$ cat src/rtl/core/isp_pkg.sv
// Shared types and constants for the insertion sorter.
`timescale 1ns / 1ps

package isp_pkg;

	localparam int STORE_DEPTH = 64;
	localparam int KEY_W       = 32;

	typedef logic signed [KEY_W-1:0] key_t;

	// What one cell shows to its neighbours
	typedef struct packed {
		logic vld;
		logic gt;
		key_t key;
	} isp_link_t;

	// Broadcast from the controller to every cell
	typedef struct packed {
		logic ins;
		logic shift;
		key_t key;
	} isp_ctrl_t;

	localparam logic ST_IDLE  = 1'b0;
	localparam logic ST_DRAIN = 1'b1;

endpackage

$ cat src/rtl/core/isp_cell.sv
// One cell of the insertion chain: holds one key, takes the new key or one from its lower or upper neighbour.
`timescale 1ns / 1ps

module isp_cell (
	input  logic              clk,
	input  logic              arst_n,
	input  isp_pkg::isp_ctrl_t ctrl,
	input  isp_pkg::isp_link_t lower,
	input  isp_pkg::isp_link_t upper,
	output isp_pkg::isp_link_t link
);
	import isp_pkg::*;

	logic vld_q;
	key_t key_q;
	logic gt;
	logic take;

	// Strictly greater: an equal key stays below the newcomer
	assign gt   = vld_q && (key_q > ctrl.key);
	assign take = ctrl.ins && (gt || (!vld_q && lower.vld));

	assign link.vld = vld_q;
	assign link.gt  = gt;
	assign link.key = key_q;

	always_ff @(posedge clk or negedge arst_n) begin
		if (!arst_n) begin
			vld_q <= 1'b0;
		end else if (ctrl.shift) begin
			vld_q <= upper.vld;
		end else if (take) begin
			vld_q <= 1'b1;
		end
	end

	always_ff @(posedge clk) begin
		if (ctrl.shift) begin
			key_q <= upper.key;
		end else if (take) begin
			// move the lower key up when it is larger, else take the new key
			key_q <= lower.gt ? lower.key : ctrl.key;
		end
	end

endmodule

$ cat config.mk
export PLATFORM = sky130hd
export DESIGN_NAME = isp_cell
export DESIGN_NICKNAME = d
export VERILOG_FILES = /design/src/rtl/core/isp_pkg.sv /design/src/rtl/core/isp_cell.sv
export SDC_FILE = /design/constraint.sdc
export NUM_CORES = 1
export LEC_CHECK = 0
export BUFFER_PORTS_ARGS = -buffer_cell sky130_fd_sc_hd__buf_2
export CORE_UTILIZATION = 41
export CTS_CLUSTER_SIZE = 24
export DETAILED_ROUTE_END_ITERATION = 8
export PLACE_DENSITY_LB_ADDON = 0.08
export SYNTH_ARGS = -nofsm -noshare
export SYNTH_HDL_FRONTEND = slang
export SYNTH_SLANG_ARGS = --single-unit
$ cat constraint.sdc
create_clock -name clk -period 3.34 [get_ports clk]
set_input_delay 0.668 -clock clk [delete_from_list [all_inputs] [get_ports clk]]
set_output_delay 0.668 -clock clk [all_outputs]
set_load 0.005 [all_outputs]
# --- Word level (Yosys, flattened, before mapping) ---
# Index checks and enable logic that the tools add are counted.
word_totals:
  output_inout_bits: 34
  ff_bits: 33
  wordCells: 14
  in_bits: 104
classes:
  n_mux: 5
  reduce_logical: 6
  n_lt_le_gt_ge: 1
op_table:
  columns: ["cell", "count"]
  rows:
  - ["two-way mux 32 bit", 3]
  - ["> comparator 32 bit", 1]
  - ["logical AND 1 bit", 3]
  - ["two-way mux 1 bit", 2]
  - ["nonzero test 2 bit", 1]
  - ["logical NOT 1 bit", 1]
  - ["logical OR 1 bit", 1]

# --- Logic depth before layout (Yosys ltp) ---
# Gate-level depths: netlist of the first run.
depth:
  depth_word: 6
  ltp_mapped: 10
  ltp_nobuf: 9

# --- Worst setup path after synthesis of the first run ---
# No wires, ideal clock.
synth_path:
  kind: "input -> register"
  startpoint: "in ctrl[10] in the netlist's numbering"
  endpoint: "reg key_q[0] (enable)"
  t_required_ps: 2915
  slack_ps: -615
  setup_time_ps: 425
  path_stages: 9
  arrival_time_ps: 3530
  n_path_buf: 0
  cell_sequence: "inv_1 ha_1 a21oi_2 nand2_1 a221o_1 a221o_1 a21oi_2 xnor2_1 o21ai_1"
synth_between:
  elab_chain_len: 5
synth_lines:
  columns: ["item", "line", "text"]
  rows:
  - ["from (decl)", "isp_cell.sv:7", "input isp_pkg::isp_ctrl_t ctrl,"]
  - ["> comparator 32 bit", "isp_cell.sv:20", "assign gt = vld_q && (key_q > ctrl.key);"]
  - ["logical AND 1 bit", "isp_cell.sv:20", null]
  - ["logical OR 1 bit", "isp_cell.sv:21", "assign take = ctrl.ins && (gt || (!vld_q && lower.vld));"]
  - ["logical AND 1 bit", "isp_cell.sv:21", null]
  - ["nonzero test 2 bit (no source line)", null, null]
  - ["to (signal assigned)", "isp_cell.sv:39", "key_q <= upper.key;"]
  - ["to (signal assigned)", "isp_cell.sv:42", "key_q <= lower.gt ? lower.key : ctrl.key;"]
  - ["to (decl)", "isp_cell.sv:15", "key_t key_q;"]
# No other way between the ends.
# A chain may end at the register's enable or synchronous reset.

==> results of run 1 <==
## stage by stage
| step | util, % | cells | total power (W) | cell area, um^2 |
|---|---|---|---|---|
| final | 57.0 | 480 | 0.00122 | 3370 |
| after CTS | 57.0 | 480 | 0.00124 | 3370 |
| after detailed placement | 55.4 | 472 | 0.000926 | 3280 |
| after global placement | 55.4 | 472 | 0.000920 | 3280 |
| after floorplan | - | 269 | 0.000757 | 2520 |
| after global routing | 57.0 | 480 | 0.00131 | 3370 |
## path summary, 6_finish.rpt
kind,endpoint,slack [ns]
setup reg to reg,key_q[11],0.68
hold reg to reg,vld_q,0.63
setup / recovery,link[32],0.21
max in group asynchronous,vld_q,3.11
min in group clk,vld_q,0.59
hold / removal,vld_q,0.15
## state kept, by name, summed over array words and instances, names as in the netlist
signal / count
key_q: 32
vld_q: 1
## cell families (layout without fill, tap and decap cells)
logic type	after synthesis	in the layout	synth area share, %
compound gates	59	59	13.2
xor+xnor	1	1	0.350
fa+ha+maj	32	32	16.0
buf+inv	49	185	7.79
flops	33	33	39.3
mux	32	32	12.8
simple gates	63	63	10.5
## synthesized netlist by cell type
cell type,count
sky130_fd_sc_hd__nor4_1,2
sky130_fd_sc_hd__dfrtp_1,1
sky130_fd_sc_hd__a21oi_2,2
sky130_fd_sc_hd__a31oi_1,1
sky130_fd_sc_hd__a211oi_1,1
sky130_fd_sc_hd__nand4_1,6
sky130_fd_sc_hd__a21oi_1,12
sky130_fd_sc_hd__buf_2,3
sky130_fd_sc_hd__edfxtp_1,32
sky130_fd_sc_hd__a21o_2,1
sky130_fd_sc_hd__nor2_1,4
sky130_fd_sc_hd__o21ai_0,36
sky130_fd_sc_hd__nor3_1,1
sky130_fd_sc_hd__clkbuf_1,8
sky130_fd_sc_hd__nand2_1,45
sky130_fd_sc_hd__inv_1,36
sky130_fd_sc_hd__a221oi_1,1
sky130_fd_sc_hd__buf_4,2
sky130_fd_sc_hd__nand3_1,5
sky130_fd_sc_hd__o211ai_2,1
sky130_fd_sc_hd__xnor2_1,1
sky130_fd_sc_hd__o21ai_1,2
sky130_fd_sc_hd__ha_1,32
sky130_fd_sc_hd__a221o_1,2
sky130_fd_sc_hd__mux2i_1,32
## power by group through the flow
stage	Combinational [W]	Sequential, W	Clock, W
6_report	0.000368	0.000542	0.000310
5_1_grt	0.000425	0.000550	0.000336
4_1_cts	0.000377	0.000543	0.000322
3_5_place_dp	0.000374	0.000552	0
3_3_place_gp	0.000370	0.000550	0
2_1_floorplan	0.000200	0.000557	0
## routing by layer
metal / up-vias / track usage [%] / routed length (um)
li1: 1223 / - / -
met1: 1005 / 21.8 / 2500
met2: 73 / 33.9 / 2760
met3: 5 / 4.32 / 318
met4: 0 / 4.82 / 58
met5: - / 0 / 0
## cell type report
class                           instances  area [um^2]  area share (%)
Clock buffer                            8         90.1            2.67
Inverter                               36          135            4.01
Multi-Input combinational cell        187         1340            39.6
Sequential cell                        33          986            29.2
Tap cell                               75         93.8            2.78
Timing Repair Buffer                  141          731            21.7
==> impl_results.md, run 1 <==
* Worst Skew at 0.00548 ns
* Core region area at 5920 um^2
* Cell area power density at 362 nW/um^2
* Internal portion of total power at 0.000869 W
* Worst-Margin Slew at 0.976 ns
* Worst path cell trace: buf_2 > inv_1 > ha_1 > a21oi_2 > nand2_1 > a221o_1 > a221o_1 > a21oi_2 > xnor2_1 > nor2_1 > buf_2
* HPWL Detailed at 4.54 mm
* Via count of the first global-routing pass at 2,140
* Pre-Repair DR Iteration Count at 4
* Number of buffers inserted by post-CTS setup repair at 0
* Syn Inst Count at 269
* Post_cts resized at 0
* Number of hold violations in the final report at 0
* Std-Cell Rows at 28
* Clk Latency, worst-skew pair at 0.28 ns
* Clock edge transition at the registers on the reported setup and hold paths at 0.07 ns
* Switching power summed over all nets at 0.000352 W
* Hold Crit Class: input pin to asynchronous set/reset pin
* Final setup violating endpoints at 0
* Average cell area after synthesis at 9.32 um^2
* WL/cell at 11.7 um
* Clock share of power at 25.4%
* Launching instance or port of the critical path: ctrl[10]
* Area Overhead vs Synth at 34.5%
* Proportion of layout cells with a drive suffix above 1 at 37.5%
* Tightest hold margin at 0.147 ns
* Type of the worst setup path: input pin to output port
* Die Outline Area at 6430 um^2
* Starting Density at 42.3%
* Final Max Tran Viols at 0
* Largest delay share family, worst path: compound AO/OA/AOI/OAI gates
* VDD IR max at 0.000174 V
* Total number of vias at 2,306
* Vert. Die Dim at 80.2 um
* Violation count after the first detailed-routing iteration at 55
* Sequential Power Share at 44.4%
* Post-synthesis sequential element count at 33
* Pre-CTS WS at 0.189 ns
* Post-CTS Hold Buffers at 0
* Setup TNS at 0 ns
* Most frequent standard cell in the layout excluding fill and tap cells: sky130_fd_sc_hd__buf_2
* Clk buf depth at 2
* Commonest cells after routing, fill and taps aside: sky130_fd_sc_hd__buf_2, sky130_fd_sc_hd__nand2_1, sky130_fd_sc_hd__inv_1, sky130_fd_sc_hd__o21ai_0
* Antenna cells at 0
* Worst path depth at 11
* Max-cap violations at 0
* Slowest CP cell: sky130_fd_sc_hd__a221o_1
* Last weighted congestion value of the routability-driven placer at 0.797
* Combined area of all synthesized cells at 2510 um^2
* Critical R2R Launch: key_q[10]
* Period utilisation layout at 93.8%
* IO Pins at 138
* Post-route ant nets at 0
* Fmax at 319 MHz
* Overall overflow remaining after global route at 0
* Detailed-route DRC error count at 0
* Clock sink count at 33
* Top cells by area in the synthesized netlist: sky130_fd_sc_hd__edfxtp_1, sky130_fd_sc_hd__ha_1, sky130_fd_sc_hd__mux2i_1
* Die extent in x at 80.2 um
* Worst EP arrival at 2.46 ns
* Final nets at 540
* Run status: finished, final reports clean
* TritonCTS clock tree: built
* Global Route Usage Sum at 18.6%
* Warning count from the yosys run at 0
* Top fanout value on the critical path at 3
* Data required, critical path at 2.67 ns
* First-pass GRT wire length at 9.12 mm
* Switching power share of the total at 28.8%
* Number of filler instances in the final layout at 561
* WL final at 5.64 mm
* Count of unique library cells instantiated by Yosys at 25
* Total number of H-tree levels at 2
* Average via count per standard cell at 4.80
* Kind of launch point of the worst setup path: input pin
* Number of buffers created by CTS at 5
* Critical path's largest stage delay at 0.35 ns
* Type of destination of the critical path: output port
* Max_slew headroom at 34.9%
* Antenna violations before repair at 0
* Gate power share at 30.2%
* Worst Slack Setup Final at 0.207 ns
* Yosys top cell area share at 38.3%
* Depth of the worst register-to-register path at 10
* Worst path buffer plus inverter count at 3
* Port-buffer cells at 136
* Clock period minus final worst setup slack at 3.13 ns
* Maximum number of pins on one net before global-route repair at 40
* Post-synthesis sequential area ratio at 39.3%
* Leading area contributor after synthesis: sky130_fd_sc_hd__edfxtp_1
* Setup repair after global routing missed its margin: false
* Syn_nets at 405
* Leakage power figure at 1.81 nW
* CTS root buf: sky130_fd_sc_hd__clkbuf_8
(Power assumes the default switching activity.)
==> run 2: changes to the inputs <==
==> constraint.sdc (replaced) <==
create_clock -name clk -period 3.34 [get_ports clk]
set_input_delay 0.668 -clock clk [delete_from_list [all_inputs] [get_ports clk]]
set_output_delay 0.668 -clock clk [all_outputs]
set_load 0.05 [all_outputs]
==> run 2 against run 1 <==
Critical path depth is the same. Core utilization is essentially flat. Largest cell class unchanged. Clock-buffer cell count shrank 3. Cell count grew 0.21%. Total power grew 12%. Non-clock buffer count grew 1. Clock skew shrank 0.0010 ns. Sequential share of layout area is essentially flat. Worst setup slack lost 0.051 ns. Die area is the same. Fmax shrank 1.6%.
==> impl_results.md, run 2 (same netlist as run 1, synthesis figures left out) <==
* Setup TNS at 0 ns
* Tightest hold margin at 0.149 ns
* Core region area at 5920 um^2
* Hold Crit Class: input pin to asynchronous set/reset pin
* Clock sink count at 33
* First-pass GRT wire length at 9.23 mm
* Kind of launch point of the worst setup path: input pin
* Most frequent standard cell in the layout excluding fill and tap cells: sky130_fd_sc_hd__buf_2
* Std-Cell Rows at 28
* Worst setup path endpoint: link[32]
* CTS root buf: sky130_fd_sc_hd__clkbuf_8
* Post-CTS Hold Buffers at 0
* Maximum number of pins on one net before global-route repair at 40
* Post-route ant nets at 0
* Launching instance or port of the critical path: ctrl[10]
* Total number of vias at 2,316
* Starting Density at 42.3%
* HPWL Detailed at 4.56 mm
* Worst Skew at 0.00447 ns
* Final nets at 541
* Largest registers in the final layout: key_q x32, vld_q x1
* Clock edge transition at the registers on the reported setup and hold paths at 0.07 ns
* Antenna violations before repair at 0
* Setup repair after global routing missed its margin: false
* Overall overflow remaining after global route at 0
* Biggest register: key_q
* Number of hold violations in the final report at 0
* Die Outline Area at 6430 um^2
* Max_slew headroom at 34.3%
* Cell area power density at 407 nW/um^2
* Number of filler instances in the final layout at 564
* Worst EP arrival at 2.52 ns
* IO Pins at 138
* Max-cap violations at 0
* Last weighted congestion value of the routability-driven placer at 0.794
* Vert. Die Dim at 80.2 um
* Endpoint of the worst register-to-register path: key_q[11]
* Depth of the worst register-to-register path at 10
* Data required, critical path at 2.67 ns
* Total number of H-tree levels at 2
* Critical R2R Launch: key_q[10]
* Global Route Usage Sum at 18.8%
* Clock period minus final worst setup slack at 3.18 ns
* VDD IR max at 0.000173 V
* Flip-flop count of the largest register after layout at 32
* Proportion of layout cells with a drive suffix above 1 at 37.7%
* Final Max Tran Viols at 0
* Final setup violating endpoints at 0
* Number of buffers created by CTS at 5
* Type of the worst setup path: input pin to output port
* Worst-Margin Slew at 0.986 ns
* Commonest cells after routing, fill and taps aside: sky130_fd_sc_hd__buf_2, sky130_fd_sc_hd__nand2_1, sky130_fd_sc_hd__inv_1, sky130_fd_sc_hd__o21ai_0
* WL/cell at 11.9 um
* TritonCTS clock tree: built
* Run status: finished, final reports clean
* Leakage power figure at 1.81 nW
* Via count of the first global-routing pass at 2,144
* Port-buffer cells at 136
* Pre-Repair DR Iteration Count at 4
* Period utilisation layout at 95.3%
* Area Overhead vs Synth at 34.6%
* Top fanout value on the critical path at 3
* Average via count per standard cell at 4.81
* Die extent in x at 80.2 um
* Fmax at 314 MHz
* Clk buf depth at 2
* Slack of the worst reg-to-reg path at 0.67 ns
* Type of destination of the critical path: output port
* Violation count after the first detailed-routing iteration at 58
* Clk Latency, worst-skew pair at 0.28 ns
* WL final at 5.71 mm
* Detailed-route DRC error count at 0
* Antenna cells at 0
==> run 2: worst min path at each step <==
stage                  to  slack, ns  cells after the start
floorplan           vld_q       0.37                      0
global placement    vld_q       0.44                      1
detailed placement  vld_q       0.45                      1
CTS                 vld_q       0.14                      1
global route        vld_q       0.13                      1
finish              vld_q       0.15                      1
==> run 2: stage by stage <==
| step | cells | power (W) | cell area (um^2) | utilization, % | worst slack, ns |
|---|---|---|---|---|---|
| floorplan | 269 | 0.000930 | 2520 | - | 0.253 |
| global placement | 473 | 0.00109 | 3290 | 55.6 | 0.0823 |
| detailed placement | 473 | 0.00110 | 3290 | 55.6 | 0.0619 |
| CTS | 481 | 0.00139 | 3370 | 56.9 | 0.0785 |
| global route | 481 | 0.00146 | 3370 | 57.0 | 0.0102 |
| finish | 481 | 0.00137 | 3370 | 57.0 | 0.157 |
==> run 2: repair_timing <==
item / in CTS / in global routing
endpoints found under the hold margin: 0 / 0
buffers inserted: 0 / 0
setup endpoints to repair: 0 / 1
gates resized for setup: 0 / 2
==> run 2: layout make-up <==
class / instances / area [um^2] / share of cell area (%)
Clock inverter: 3 / 12.5 / 0.371
Sequential cell: 33 / 986 / 29.2
Tap cell: 75 / 93.8 / 2.78
Timing Repair Buffer: 142 / 741 / 22.0
Multi-Input combinational cell: 187 / 1340 / 39.6
Clock buffer: 5 / 68.8 / 2.04
Inverter: 36 / 135 / 4.01
==> run 2: report_power, final <==
part	switching [W]	internal (W)	leakage [nW]	total [W]
clock network	0.000147	0.000140	0.0430	0.000287
registers	0.0000242	0.000518	0.336	0.000542
logic	0.000356	0.000186	1.43	0.000542
==> run 2: worst max-delay path: stages <==
cell	delay (ns)
sky130_fd_sc_hd__buf_2	0.08
sky130_fd_sc_hd__inv_1	0.03
sky130_fd_sc_hd__ha_1	0.33
sky130_fd_sc_hd__a21oi_2	0.14
sky130_fd_sc_hd__nand2_1	0.06
sky130_fd_sc_hd__a221o_1	0.34
sky130_fd_sc_hd__a221o_1	0.31
sky130_fd_sc_hd__a21oi_2	0.15
sky130_fd_sc_hd__xnor2_1	0.15
sky130_fd_sc_hd__nor2_1	0.06
sky130_fd_sc_hd__buf_4	0.19
==> run 2: routing by layer <==
metal	GRT usage, %	part of all wire (%)	wire length (um)
met1	21.3	43	2440
met2	34.3	50	2880
met3	5.34	6.3	362
met4	5.36	0.58	33
met5	0	0	0
